## src/hw/rtl/qtl_pkg.sv

```systemverilog
// Shared types, character constants and classifiers for the query token lexer.
// Used by the lexer top level and its checker; no dependencies of its own.
`default_nettype none

package qtl_pkg;

  // Number of result words one input character can cause at most.
  localparam int unsigned MaxRes = 3;

  // Token kinds as they appear on the result channel.
  typedef enum logic [2:0] {
    K_OPEN    = 3'd0,
    K_CLOSE   = 3'd1,
    K_COMMA   = 3'd2,
    K_STRING  = 3'd3,
    K_NUMBER  = 3'd4,
    K_KEYWORD = 3'd5,
    K_ERROR   = 3'd6,
    K_END     = 3'd7
  } kind_e;

  // Lexer modes between characters.
  typedef enum logic [2:0] {
    M_IDLE = 3'd0,
    M_NUM  = 3'd1,
    M_KEY  = 3'd2,
    M_STR0 = 3'd3,
    M_STR  = 3'd4,
    M_DISC = 3'd5
  } mode_e;

  // One result word.
  typedef struct packed {
    kind_e      kind;
    logic [7:0] ch;
    logic       ch_valid;
    logic       token_done;
    logic       run_last;
  } res_t;

  localparam res_t RES_NONE = '{
    kind: K_OPEN, ch: 8'h00, ch_valid: 1'b0, token_done: 1'b0, run_last: 1'b0
  };

  // Characters with a meaning of their own.
  localparam logic [7:0] CH_OPEN  = 8'h28;
  localparam logic [7:0] CH_CLOSE = 8'h29;
  localparam logic [7:0] CH_COMMA = 8'h2C;
  localparam logic [7:0] CH_QUOTE = 8'h27;
  localparam logic [7:0] CH_SPACE = 8'h20;
  localparam logic [7:0] CH_UNDER = 8'h5F;
  localparam logic [7:0] CH_NUL   = 8'h00;

  function automatic logic is_digit(logic [7:0] c);
    return (c >= 8'h30) && (c <= 8'h39);
  endfunction

  function automatic logic is_letter(logic [7:0] c);
    return ((c >= 8'h61) && (c <= 8'h7A)) || ((c >= 8'h41) && (c <= 8'h5A)) ||
           (c == CH_UNDER);
  endfunction

  function automatic res_t mk_res(kind_e k, logic [7:0] c, logic v, logic d);
    res_t r;
    r = RES_NONE;
    r.kind       = k;
    r.ch         = c;
    r.ch_valid   = v;
    r.token_done = d;
    return r;
  endfunction

endpackage

`default_nettype wire

```

## src/hw/rtl/qtl_if.sv

```systemverilog
// Valid/ready channel interfaces for the query token lexer.
// qtl_in_if carries text characters, qtl_out_if carries result words.
`default_nettype none

interface qtl_in_if;
  logic       valid;
  logic       ready;
  logic [7:0] ch_in;
  logic       text_end;

  modport source (output valid, output ch_in, output text_end, input ready);
  modport sink   (input valid, input ch_in, input text_end, output ready);
endinterface

interface qtl_out_if;
  logic       valid;
  logic       ready;
  logic [2:0] kind;
  logic [7:0] ch_out;
  logic       ch_valid;
  logic       token_done;
  logic       run_last;

  modport source (output valid, output kind, output ch_out, output ch_valid,
                  output token_done, output run_last, input ready);
  modport sink   (input valid, input kind, input ch_out, input ch_valid,
                  input token_done, input run_last, output ready);
endinterface

`default_nettype wire

```

## src/hw/rtl/query_token_lexer.sv

```systemverilog
// Query token lexer: turns a character stream into a stream of token words.
// Depends on qtl_pkg and the channel interfaces in qtl_if.sv.
//
// Usage: characters enter on in_i, one word per character, with text_end
// marking the last one (ch_in 0 together with text_end means no character).
// Each character yields zero to three result words on out_o: token
// characters with their kind, token-closing markers, an error word or an
// end-of-text word. run_last flags the final word caused by one character.
// The words for a character are classified in the cycle it is accepted and the
// first one is shown on out_o in the next cycle.
// Throughput: one character per cycle while each character gives at most one
// word and the receiver is ready; a character that gives more words keeps the
// input waiting, since the three-entry result buffer drains one word per cycle
// while ready is high and the next character is taken in the cycle its last
// word leaves. Reset puts the lexer between tokens with no pending space and
// empties the result buffer. When the receiver stalls, the current word holds
// on out_o and no new character is taken until the last buffered word leaves.
`default_nettype none

module query_token_lexer import qtl_pkg::*; (
  input  wire logic  clk_i,
  input  wire logic  rst_ni,
  qtl_in_if.sink     in_i,
  qtl_out_if.source  out_o
);

  // Lexer state.
  mode_e mode_q, mode_d;
  logic  space_q, space_d;

  // Result buffer: words of the last accepted character, read out in order.
  res_t       buf_q [MaxRes];
  logic [1:0] rd_q;
  logic [1:0] cnt_q;

  // Classification results for the character on the input.
  res_t       res   [MaxRes];
  logic [1:0] n_res;
  logic       has_ch;
  logic       start;
  kind_e      open_kind;
  logic [7:0] c;
  logic       last;
  logic       in_acc;
  logic       out_pop;

  assign c    = in_i.ch_in;
  assign last = in_i.text_end;

  // Take a character when the buffer is empty or its final word leaves now.
  assign out_pop = out_o.valid && out_o.ready;
  assign in_i.ready = (cnt_q == 2'd0) || ((cnt_q == 2'd1) && out_o.ready);
  assign in_acc = in_i.valid && in_i.ready;

  // Classify one character and build its result words.
  always_comb begin
    res       = '{default: RES_NONE};
    n_res     = 2'd0;
    mode_d    = mode_q;
    space_d   = space_q;
    start     = 1'b0;
    open_kind = K_NUMBER;
    has_ch    = !(last && (c == CH_NUL));

    if (has_ch) begin
      unique case (mode_q)
        M_NUM: begin
          if (is_digit(c)) begin
            res[n_res] = mk_res(K_NUMBER, c, 1'b1, 1'b0);
            n_res = n_res + 2'd1;
          end else begin
            res[n_res] = mk_res(K_NUMBER, CH_NUL, 1'b0, 1'b1);
            n_res = n_res + 2'd1;
            mode_d = M_IDLE;
            start = 1'b1;
          end
        end
        M_KEY: begin
          if (is_letter(c)) begin
            res[n_res] = mk_res(K_KEYWORD, c, 1'b1, 1'b0);
            n_res = n_res + 2'd1;
          end else begin
            res[n_res] = mk_res(K_KEYWORD, CH_NUL, 1'b0, 1'b1);
            n_res = n_res + 2'd1;
            mode_d = M_IDLE;
            start = 1'b1;
          end
        end
        M_STR0: begin
          if (c == CH_QUOTE) begin
            res[n_res] = mk_res(K_ERROR, CH_NUL, 1'b0, 1'b0);
            n_res = n_res + 2'd1;
            mode_d = M_DISC;
          end else if (!last) begin
            res[n_res] = mk_res(K_STRING, c, 1'b1, 1'b0);
            n_res = n_res + 2'd1;
            mode_d = M_STR;
          end
        end
        M_STR: begin
          if (c == CH_QUOTE) begin
            res[n_res] = mk_res(K_STRING, CH_NUL, 1'b0, 1'b1);
            n_res = n_res + 2'd1;
            mode_d = M_IDLE;
          end else if (!last) begin
            res[n_res] = mk_res(K_STRING, c, 1'b1, 1'b0);
            n_res = n_res + 2'd1;
          end
        end
        M_IDLE: start = 1'b1;
        M_DISC: ;
        default: ;
      endcase

      // The character opens a new token, or is a separator, from idle.
      if (start) begin
        if (c == CH_SPACE) begin
          space_d = 1'b1;
        end else begin
          space_d = 1'b0;
          priority if (c == CH_OPEN) begin
            res[n_res] = mk_res(K_OPEN, c, 1'b1, 1'b1);
            n_res = n_res + 2'd1;
          end else if (c == CH_CLOSE) begin
            res[n_res] = mk_res(K_CLOSE, c, 1'b1, 1'b1);
            n_res = n_res + 2'd1;
          end else if (c == CH_COMMA) begin
            res[n_res] = mk_res(K_COMMA, c, 1'b1, 1'b1);
            n_res = n_res + 2'd1;
          end else if (c == CH_QUOTE) begin
            mode_d = M_STR0;
          end else if (is_digit(c)) begin
            mode_d = M_NUM;
            res[n_res] = mk_res(K_NUMBER, c, 1'b1, 1'b0);
            n_res = n_res + 2'd1;
          end else if (is_letter(c)) begin
            mode_d = M_KEY;
            res[n_res] = mk_res(K_KEYWORD, c, 1'b1, 1'b0);
            n_res = n_res + 2'd1;
          end else begin
            res[n_res] = mk_res(K_ERROR, CH_NUL, 1'b0, 1'b0);
            n_res = n_res + 2'd1;
            mode_d = M_DISC;
          end
        end
      end
    end

    // End of text closes an open token and reports how the text ended.
    if (last) begin
      if ((mode_d == M_NUM) || (mode_d == M_KEY)) begin
        open_kind = (mode_d == M_NUM) ? K_NUMBER : K_KEYWORD;
        if ((n_res != 2'd0) && res[n_res - 2'd1].ch_valid &&
            (res[n_res - 2'd1].kind == open_kind)) begin
          res[n_res - 2'd1].token_done = 1'b1;
        end else begin
          res[n_res] = mk_res(open_kind, CH_NUL, 1'b0, 1'b1);
          n_res = n_res + 2'd1;
        end
        mode_d = M_IDLE;
      end
      if ((mode_d == M_STR0) || (mode_d == M_STR) ||
          ((mode_d == M_IDLE) && space_d)) begin
        res[n_res] = mk_res(K_ERROR, CH_NUL, 1'b0, 1'b0);
        n_res = n_res + 2'd1;
      end else if (mode_d == M_IDLE) begin
        res[n_res] = mk_res(K_END, CH_NUL, 1'b0, 1'b0);
        n_res = n_res + 2'd1;
      end
      mode_d  = M_IDLE;
      space_d = 1'b0;
    end

    if (n_res != 2'd0) begin
      res[n_res - 2'd1].run_last = 1'b1;
    end
  end

  // Lexer state and buffer control.
  always_ff @(posedge clk_i or negedge rst_ni) begin
    if (!rst_ni) begin
      mode_q  <= M_IDLE;
      space_q <= 1'b0;
      rd_q    <= 2'd0;
      cnt_q   <= 2'd0;
    end else if (in_acc) begin
      mode_q  <= mode_d;
      space_q <= space_d;
      rd_q    <= 2'd0;
      cnt_q   <= n_res;
    end else if (out_pop) begin
      rd_q    <= rd_q + 2'd1;
      cnt_q   <= cnt_q - 2'd1;
    end
  end

  // Result words of the accepted character.
  always_ff @(posedge clk_i) begin
    if (in_acc) begin
      buf_q <= res;
    end
  end

  // Present the word at the read pointer.
  assign out_o.valid      = (cnt_q != 2'd0);
  assign out_o.kind       = buf_q[rd_q].kind;
  assign out_o.ch_out     = buf_q[rd_q].ch;
  assign out_o.ch_valid   = buf_q[rd_q].ch_valid;
  assign out_o.token_done = buf_q[rd_q].token_done;
  assign out_o.run_last   = buf_q[rd_q].run_last;

endmodule

`default_nettype wire

```

## src/flat_wrapper.sv

```systemverilog
// flat-port wrapper written by rule: the top's interface ports become plain ports
module query_token_lexer_flat import qtl_pkg::*;
  (clk_i, rst_ni, in_i_valid, in_i_ch_in, in_i_text_end, in_i_ready, out_o_valid, out_o_kind, out_o_ch_out, out_o_ch_valid, out_o_token_done, out_o_run_last, out_o_ready);
  qtl_in_if in_i_i ();
  qtl_out_if out_o_i ();
  input  wire logic clk_i;
  input  wire logic rst_ni;
  input wire logic [$bits(in_i_i.valid)-1:0] in_i_valid;
  input wire logic [$bits(in_i_i.ch_in)-1:0] in_i_ch_in;
  input wire logic [$bits(in_i_i.text_end)-1:0] in_i_text_end;
  output wire logic [$bits(in_i_i.ready)-1:0] in_i_ready;
  output wire logic [$bits(out_o_i.valid)-1:0] out_o_valid;
  output wire logic [$bits(out_o_i.kind)-1:0] out_o_kind;
  output wire logic [$bits(out_o_i.ch_out)-1:0] out_o_ch_out;
  output wire logic [$bits(out_o_i.ch_valid)-1:0] out_o_ch_valid;
  output wire logic [$bits(out_o_i.token_done)-1:0] out_o_token_done;
  output wire logic [$bits(out_o_i.run_last)-1:0] out_o_run_last;
  input wire logic [$bits(out_o_i.ready)-1:0] out_o_ready;
  assign in_i_i.valid = in_i_valid;
  assign in_i_i.ch_in = in_i_ch_in;
  assign in_i_i.text_end = in_i_text_end;
  assign in_i_ready = in_i_i.ready;
  assign out_o_valid = out_o_i.valid;
  assign out_o_kind = out_o_i.kind;
  assign out_o_ch_out = out_o_i.ch_out;
  assign out_o_ch_valid = out_o_i.ch_valid;
  assign out_o_token_done = out_o_i.token_done;
  assign out_o_run_last = out_o_i.run_last;
  assign out_o_i.ready = out_o_ready;
  query_token_lexer u_core (.clk_i(clk_i), .rst_ni(rst_ni), .in_i(in_i_i), .out_o(out_o_i));
endmodule
```

## config.mk

```make
export PLATFORM = sky130hd
export DESIGN_NAME = query_token_lexer_flat
export DESIGN_NICKNAME = d
export VERILOG_FILES = /design/src/hw/rtl/qtl_pkg.sv /design/src/hw/rtl/qtl_if.sv /design/src/hw/rtl/query_token_lexer.sv /design/src/flat_wrapper.sv
export SDC_FILE = /design/constraint.sdc
export NUM_CORES = 1
export LEC_CHECK = 0
export BUFFER_PORTS_ARGS = -buffer_cell sky130_fd_sc_hd__buf_2
export CAP_MARGIN = 20
export CORE_MARGIN = 5
export CORE_UTILIZATION = 35
export CTS_CLUSTER_DIAMETER = 80
export DETAILED_ROUTE_END_ITERATION = 10
export PLACE_DENSITY = 0.57
export SYNTH_ARGS = -nofsm -noshare
export SYNTH_HDL_FRONTEND = slang
export SYNTH_SLANG_ARGS = --single-unit
export TNS_END_PERCENT = 30
```

## constraint.sdc

```tcl
create_clock -name clk_i -period 4.3 [get_ports clk_i]
set_clock_uncertainty 0.2 [all_clocks]
set_input_delay 0.43 -clock clk_i [delete_from_list [all_inputs] [get_ports clk_i]]
set_output_delay 0.43 -clock clk_i [all_outputs]
set_load 0.1 [all_outputs]
```

== After elaboration in Yosys (flattened, before gate mapping) ==
Cells that the tools add are included.

* Mux-type cells: 95
* Magnitude comparators: 17
* Equality and inequality tests: 16
* Reductions and logical operators: 31
* $add $sub $neg: 7
* Bitwise operators: 15

{| class="wikitable"
|+ Operators by type and width
! cell !! number
|-
| 42-bit 2-to-1 mux || 16
|-
| 42-bit bitwise mux || 8
|-
| 14-bit demux with 2-bit select || 5
|-
| 14-bit 2-to-1 mux || 10
|-
| 36-bit AND || 2
|-
| 36-bit NOT || 2
|-
| 14-bit binary-select mux with 2-bit select || 2
|-
| 14-bit case mux with 4 select lines || 1
|-
| 3-bit 2-to-1 mux || 17
|-
| 8-bit by 6-bit equality test with 1-bit output (second input constant) || 5
|-
| 2-bit 2-to-1 mux || 20
|-
| 33-bit AND || 1
|-
| 33-bit NOT || 1
|-
| 11-bit 2-to-1 mux || 2
|-
| 3-bit greater-or-equal comparator (second input constant) || 6
|-
| 2-bit NOT with 3-bit output || 6
|-
| 8-bit by 7-bit greater-or-equal comparator with 1-bit output (second input constant) || 2
|-
| 8-bit by 7-bit <= comparator with 1-bit output (second input constant) || 2
|-
| 1-bit logical AND || 15
|-
| 3-bit by 1-bit less-than comparator with 1-bit output (second input constant) || 5
|-
| 13-bit 2-to-1 mux || 1
|-
| 3-bit by 2-bit equality test with 1-bit output (second input constant) || 4
|-
| 6-bit OR || 2
|-
| 3-bit case mux with 4 select lines || 1
|-
| other kinds (19) || 45
|}

* Register bits after elaboration: 50
* Word-level logic and storage cells: 200
* Output and inout port bits: 16

== Logic depth before layout (Yosys ltp) ==
Gate-level depths: netlist (run 1).

* Depth in word-level cells: 40
* Gate-level depth with buffers: 19
* Mapped depth without buffers: 19

== Worst setup path after synthesis (run 1) ==
OpenSTA, ideal clock, no wires.

* Kind: in2reg
* Start: input port in_i_ch_in[1]
* End: register u_core.buf_q[31] (netlist name) (data pin)
* Required time: 3.845 ns
* Setup slack: -0.252 ns
* Data arrival time: 4.097 ns
* Path buffers: 0
* Stages: 17
* Path through: or4_1 o21ai_1 or2_2 a21oi_2 nor3_1 o31ai_4 ha_1 nand2b_1 a21oi_1 nand4_1 mux2_4 nand2_1 mux2i_1 ha_1 a21oi_1 o31a_1 and2_1

{| class="wikitable"
|+ RTL lines
! item !! RTL line !! RTL
|-
| start: declaration || flat_wrapper.sv:9 || <nowiki>input wire logic [$bits(in_i_i.ch_in)-1:0] in_i_ch_in;</nowiki>
|-
| end signal: assignment || query_token_lexer.sv:200 || <nowiki>buf_q <= res;</nowiki>
|-
| end: declaration || query_token_lexer.sv:32 || <nowiki>res_t buf_q [MaxRes];</nowiki>
|}

==> impl_metrics.yaml, run 1 <==
clock_network:
  cts_tree: "built"
  numCtsBuffers: 5
  cts_root_buf: "clkbuf_8"
  clkLatencyLatePin_ps: 290
  clk_pin_slew_worst_paths_ps: 80
  cts_max_level: 2
  clkSinkCount: 41
  clockBufferDepth: 2
die:
  die_h_um: 104.5
  io_pins: 29
  die_w_um: 104.5
  initial_core_util_pct: 35.85
  dieArea_sq_mm: 0.01092
  rows: 34
  core_area_sq_mm: 0.008721
setup_path:
  end_kind: "register"
  critPathKind: "in2reg"
  cp.required_ps: 4150
  cp-start-kind: "input port"
  crit_path_max_fanout: 8
  r2r_cells: 18
  cp.arrival_ps: 4130
placed_design:
  portBuffers: 28
  dp_hpwl_mm: 6.926
  placedCellCount: 528
  pre_cts_ws_ps: -268.9
  globalplace.congestion: 0.8998
finish:
  drive_above_1_share_pct: 34.02
  regArea_sq_mm: 0.001191
  fillers: 838
  areaGrowthSynthToFinish_pct: 32.49
  final_cells: 543
  antenna_cells: 0
  multi_input_area_sq_mm: 0.001933
  nets: 458
sta:
  maxSlewViolCount: 0
  rsz0062_at_grt: "true"
  worst_pin_slew_ps: 726.9
  setup_viol: 0
  fin_ws_ps: 17.95
  hold_violations: 0
  post-route-period-util_pct: 99.58
  relSlewSlack_pct: 51.54
  post-route-min-period_ps: 4282
  max_clock_freq_mhz: 233.5
logic_synthesis:
  ys_types: 68
  ys_ff_latch: 41
  async_reset_ff_share_pct: 19.51
  syn_nets: 366
  yosys-mux-area-fraction_pct: 7.363
  synthSimpleGateAreaFrac_pct: 25.29
  synth_area_per_cell_sq_um: 9.143
  synth_area_sq_mm: 0.003127
  synth-main-ff-cell: "edfxtp_1"
  synth_edf_count: 33
  synth-compound-area-share_pct: 20.53
  ys_warn_count: 0
  synth_xor_area_share_pct: 0.8403
  netlist_instances: 342
  synth_top_family_by_area: "simple AND/OR/NAND/NOR gates"
  synth.yosys.seq_area_share_pct: 38.10
  synth_fa_ha_area_share_pct: 4.402
global_routing:
  antenna_found_initial: 0
  grt_pass1_vias: 2867
  grt_pass1_wl_mm: 14.59
  grt.overflow.total: 0
  grtUsageTotal_pct: 16.22
  grt_max_degree: 27
detailed_routing:
  met2_wirelength_mm: 4.399
  ant_nets: 0
  viasPerCell: 5.508
  routed.top_layer: "met4"
  drc: 0
  drt_iter0_drc: 250
  detail_route.wl_per_cell_um: 16.69
  vias: 2991
  first_pass_iters: 5
  finalWirelength_mm: 9.061
  wl_met1_mm: 4.163
  routed-wl-met3_um: 403
worst_hold_path:
  hp-class: "in2async"
run:
  drv_cap: 0
outcome:
  status: "finished, final reports clean"
==> cell usage in the layout, fill, tap and decap left out, types with 3 or more instances in the layout <==
cell type / synthesis / layout
xor2_1: 3 / 3
a21oi_1: 19 / 16
ha_1: 11 / 8
and2_1: 12 / 11
a31oi_1: 5 / 4
nor2b_1: 5 / 5
and4b_1: 3 / 3
nor2_1: 30 / 28
mux2i_1: 17 / 16
o31a_1: 3 / 3
inv_1: 9 / 8
o21a_1: 3 / 3
a22o_1: 5 / 5
nor2_2: 1 / 3
a21boi_0: 3 / 3
nand2_1: 39 / 38
buf_2: 0 / 26
nor3_1: 7 / 6
nand4_1: 3 / 3
and3_1: 8 / 7
clkbuf_8: 0 / 5
buf_4: 0 / 70
nor3b_1: 5 / 5
o21ai_0: 18 / 18
a21oi_2: 1 / 4
a41oi_1: 3 / 3
or2_2: 3 / 3
dfrtp_1: 8 / 8
edfxtp_1: 33 / 33
a211oi_1: 4 / 4
inv_2: 2 / 3
o32ai_1: 3 / 3
o21ai_1: 5 / 3
nand3b_1: 3 / 3
nand3_1: 4 / 4
==> worst paths after layout <==
path                                   from               end  slack (ps)
setup / recovery              in_i_ch_in[7]  u_core.buf_q[32]          20
hold / removal                       rst_ni   u_core.cnt_q[1]         320
setup reg to reg           u_core.mode_q[1]  u_core.buf_q[32]         160
hold reg to reg              u_core.space_q    u_core.space_q         330
max in group asynchronous            rst_ni    u_core.space_q        3390
min in group clk_i              out_o_ready    u_core.rd_q[0]         320
==> worst max-delay path, stage by stage <==
cell	delay (ps)
buf_6	90
or4b_4	550
or2_4	280
and3_4	180
a21o_1	190
and3_4	200
o31ai_4	240
ha_4	200
nand2b_4	60
a21oi_2	110
nand4_1	120
mux2_4	310
nand2_4	70
mux2i_2	230
ha_2	260
a21oi_2	50
o31a_1	360
and2_1	190
==> layer usage <==
metal  global-route usage [%]  vias up
met4                    4.533        0
li1                         -     1463
met1                    22.27     1444
met3                    2.545        6
met5                        0        -
met2                    26.43       78
==> cell families (layout without fill, tap and decap cells) <==
| family | count (synthesis) | in the layout |
|---|---|---|
| AOI/OAI and AO/OA | 91 | 91 |
| xor gates and xnor gates | 3 | 3 |
| adders and majority gates | 11 | 11 |
| buffers and inverters | 28 | 121 |
| DFF | 41 | 41 |
| muxes | 22 | 22 |
| other | 1 | 1 |
| and+or+nand+nor | 145 | 145 |
==> state kept, by name, summed over array words and instances, names as in the netlist <==
signal,count
u_core.buf_q,33
u_core.mode_q,3
u_core.cnt_q,2
u_core.rd_q,2
u_core.space_q,1
==> metrics by stage <==
stage | utilization [%] | hold slack, ps | cell area [sq um] | TNS (ps)
floorplan | - | -65.59 | 3164 | -856.2
global placement | 44.58 | 96.57 | 3887 | -4058
detailed placement | 44.58 | 97.20 | 3887 | -4512
CTS | 45.95 | 314.0 | 4008 | 0
global route | 47.50 | 330.5 | 4143 | -810.0
finish | 47.50 | 319.2 | 4143 | 0
==> cells in the mapped netlist (4+ instances only) <==
| cell type | number | area, sq um |
|---|---|---|
| inv_1 | 9 | 33.78 |
| mux2i_1 | 17 | 170.2 |
| nand3_1 | 4 | 20.02 |
| a211oi_1 | 4 | 30.03 |
| nand2_1 | 39 | 146.4 |
| ha_1 | 11 | 137.6 |
| and2_1 | 12 | 75.07 |
| nor3b_1 | 5 | 37.54 |
| nor2b_1 | 5 | 31.28 |
| a21oi_1 | 19 | 95.09 |
| edfxtp_1 | 33 | 991.0 |
| o21ai_1 | 5 | 25.02 |
| a22o_1 | 5 | 43.79 |
| a31oi_1 | 5 | 31.28 |
| nor3_1 | 7 | 35.03 |
| nor2_1 | 30 | 112.6 |
| dfrtp_1 | 8 | 200.2 |
| o21ai_0 | 18 | 90.09 |
| clkbuf_1 | 16 | 60.06 |
| and3_1 | 8 | 50.05 |
==> area by class of cell <==
type	instances	share of cell area [%]
Clock buffer	5	1.661
Clock inverter	3	0.9967
Inverter	12	1.087
Multi-Input combinational cell	273	46.66
Sequential cell	41	28.75
Tap cell	108	3.262
Timing Repair Buffer	101	17.58
==> timing repair <==
item / in CTS / in global routing
endpoints found under the setup margin: 0 / 31
hold buffers: 1 / 0
resized for setup: 0 / 15
setup buffers: 0 / 6
hold endpoints to repair: 8 / 0
Power of run 1 is left out: the tool's default activity adds up to more than one toggle a clock period on the data nets, which glitch-free logic cannot reach.
==> run 2: changes to the inputs <==
--- a/config.mk
+++ b/config.mk
@@ -9,9 +9,11 @@
 export CAP_MARGIN = 20
 export CORE_MARGIN = 5
 export CORE_UTILIZATION = 35
+export CTS_BUF_LIST = sky130_fd_sc_hd__clkbuf_4 sky130_fd_sc_hd__clkbuf_8
 export CTS_CLUSTER_DIAMETER = 80
 export DETAILED_ROUTE_END_ITERATION = 10
 export PLACE_DENSITY = 0.57
+export RECOVER_POWER = 50
 export SYNTH_ARGS = -nofsm -noshare
 export SYNTH_HDL_FRONTEND = slang
 export SYNTH_SLANG_ARGS = --single-unit
==> impl_metrics.yaml, run 2 (synthesis gave the netlist of run 1 again) <==
sta:
  max_clock_freq_mhz: 233.7
  setup_viol: 0
  rsz0062_at_grt: "true"
  post-route-min-period_ps: 4279
  hold_violations: 0
  maxSlewViolCount: 0
  fin_ws_ps: 21.39
  tns_ps: 0
  worst_pin_slew_ps: 1317
  relSlewSlack_pct: 12.23
  post-route-period-util_pct: 99.50
setup_path:
  end_kind: "register"
  cp.arrival_ps: 4130
  worst-path-buf-inv: 1
  worst-path-stages: 18
  rr_startpoint: "u_core.mode_q[1]"
  cp-start-kind: "input port"
  cp.required_ps: 4150
  path_cells: "buf_6 -> or4b_4 -> or2_4 -> and3_4 -> a21o_1 -> and3_4 -> o31ai_4 -> ha_4 -> nand2b_4 -> a21oi_2 -> nand4_1 -> mux2_4 -> nand2_4 -> mux2i_2 -> ha_2 -> a21oi_2 -> o31a_1 -> and2_1"
  crit_path_max_fanout: 8
  rrSetupSlack_ps: 160
  critPathKind: "in2reg"
  crit_path_max_incr_delay_ps: 550
  reg2reg_to: "u_core.buf_q[32]"
  cpMaxStageDelayCell: "or4b_4"
  critPathTopFamily: "simple AND/OR/NAND/NOR gates"
  r2r_cells: 18
finish:
  largest_reg_flops: 33
  top_regs: "u_core.buf_q (33), u_core.mode_q (3)"
  final_cells: 543
  antenna_cells: 0
  mostFrequentLayoutCell: "buf_4"
  fillers: 839
  drive_above_1_share_pct: 33.10
  nets: 458
  regArea_sq_mm: 0.001191
  final_cell_mix: "buf_4, nand2_1, edfxtp_1, nor2_1, buf_2"
  areaGrowthSynthToFinish_pct: 32.25
  multi_input_area_sq_mm: 0.001933
  max_flop_register: "u_core.buf_q"
die:
  rows: 34
  die_h_um: 104.5
  dieArea_sq_mm: 0.01092
  io_pins: 29
  initial_core_util_pct: 35.85
  die_w_um: 104.5
  core_area_sq_mm: 0.008721
detailed_routing:
  drt_iter0_drc: 235
  vias: 2992
  drc: 0
  finalWirelength_mm: 9.072
  viasPerCell: 5.510
  ant_nets: 0
  detail_route.wl_per_cell_um: 16.71
  first_pass_iters: 5
worst_hold_path:
  hp-start: "out_o_ready"
  min_path_cells: 4
  hp-class: "in2reg"
  min_to: "u_core.rd_q[0]"
placed_design:
  pre_cts_ws_ps: -268.9
  placedCellCount: 528
  dp_hpwl_mm: 6.926
  portBuffers: 28
  globalplace.congestion: 0.8998
clock_network:
  numCtsBuffers: 5
  cts_root_buf: "clkbuf_8"
  clockBufferDepth: 2
  clk_pin_slew_worst_paths_ps: 80
  clkLatencyLatePin_ps: 290
  cts_max_level: 2
  cts_tree: "built"
  clkSinkCount: 41
global_routing:
  antenna_found_initial: 0
  grt_pass1_wl_mm: 14.59
  grt.overflow.total: 0
  grtUsageTotal_pct: 16.22
  grt_max_degree: 27
  grt_pass1_vias: 2867
outcome:
  status: "finished, final reports clean"
run:
  drv_cap: 0
run 2: worst reg2reg max path, cell delays in order, from the launching register on:
cell	delay, ps
dfrtp_1	500
nor2_1	110
and2_1	210
a22oi_2	200
inv_2	60
ha_1	270
and3_4	160
o31ai_4	240
ha_4	200
nand2b_4	60
a21oi_2	110
nand4_1	120
mux2_4	310
nand2_4	70
mux2i_2	230
ha_2	260
a21oi_2	50
o31a_1	360
and2_1	190
run 2: routing by layer:
layer	routed length, um	up-vias	global-route usage (%)
met3	399	6	2.545
li1	-	1463	-
met2	4398	80	26.43
met4	95	0	4.533
met5	0	-	0
met1	4178	1443	22.27
run 2: area by class of cell:
cell class,instances,area share [%]
Sequential cell,41,28.80
Timing Repair Buffer,101,17.43
Tap cell,108,3.268
Inverter,12,1.089
Clock buffer,5,1.664
Clock inverter,3,0.9985
Multi-Input combinational cell,273,46.75
run 2: metrics by stage:
step	util, %	area [sq um]	hold slack [ps]
2_1_floorplan	-	3164	-65.59
5_1_grt	47.42	4135	330.5
3_3_place_gp	44.58	3887	96.57
4_1_cts	45.95	4008	314.0
3_5_place_dp	44.58	3887	97.20
6_report	47.42	4135	318.6
run 2: how the worst max path moves through the flow:
stage / start / slack, ps / to
floorplan: in_i_ch_in[4] / -120 / u_core.buf_q[31]
global placement: in_i_ch_in[7] / -220 / u_core.buf_q[31]
detailed placement: in_i_ch_in[7] / -270 / u_core.buf_q[37]
CTS: in_i_ch_in[4] / 20 / u_core.buf_q[32]
global route: in_i_ch_in[7] / -100 / u_core.buf_q[32]
finish: in_i_ch_in[7] / 20 / u_core.buf_q[32]
run 2: what timing repair did:
| action | CTS | global route |
|---|---|---|
| hold buffers | 1 | 0 |
| endpoints found under the setup margin | 0 | 31 |
| buffers inserted | 0 | 6 |
| gates resized for setup | 0 | 15 |
| hold endpoints to repair | 8 | 0 |
Power of run 2 is left out for the same reason.
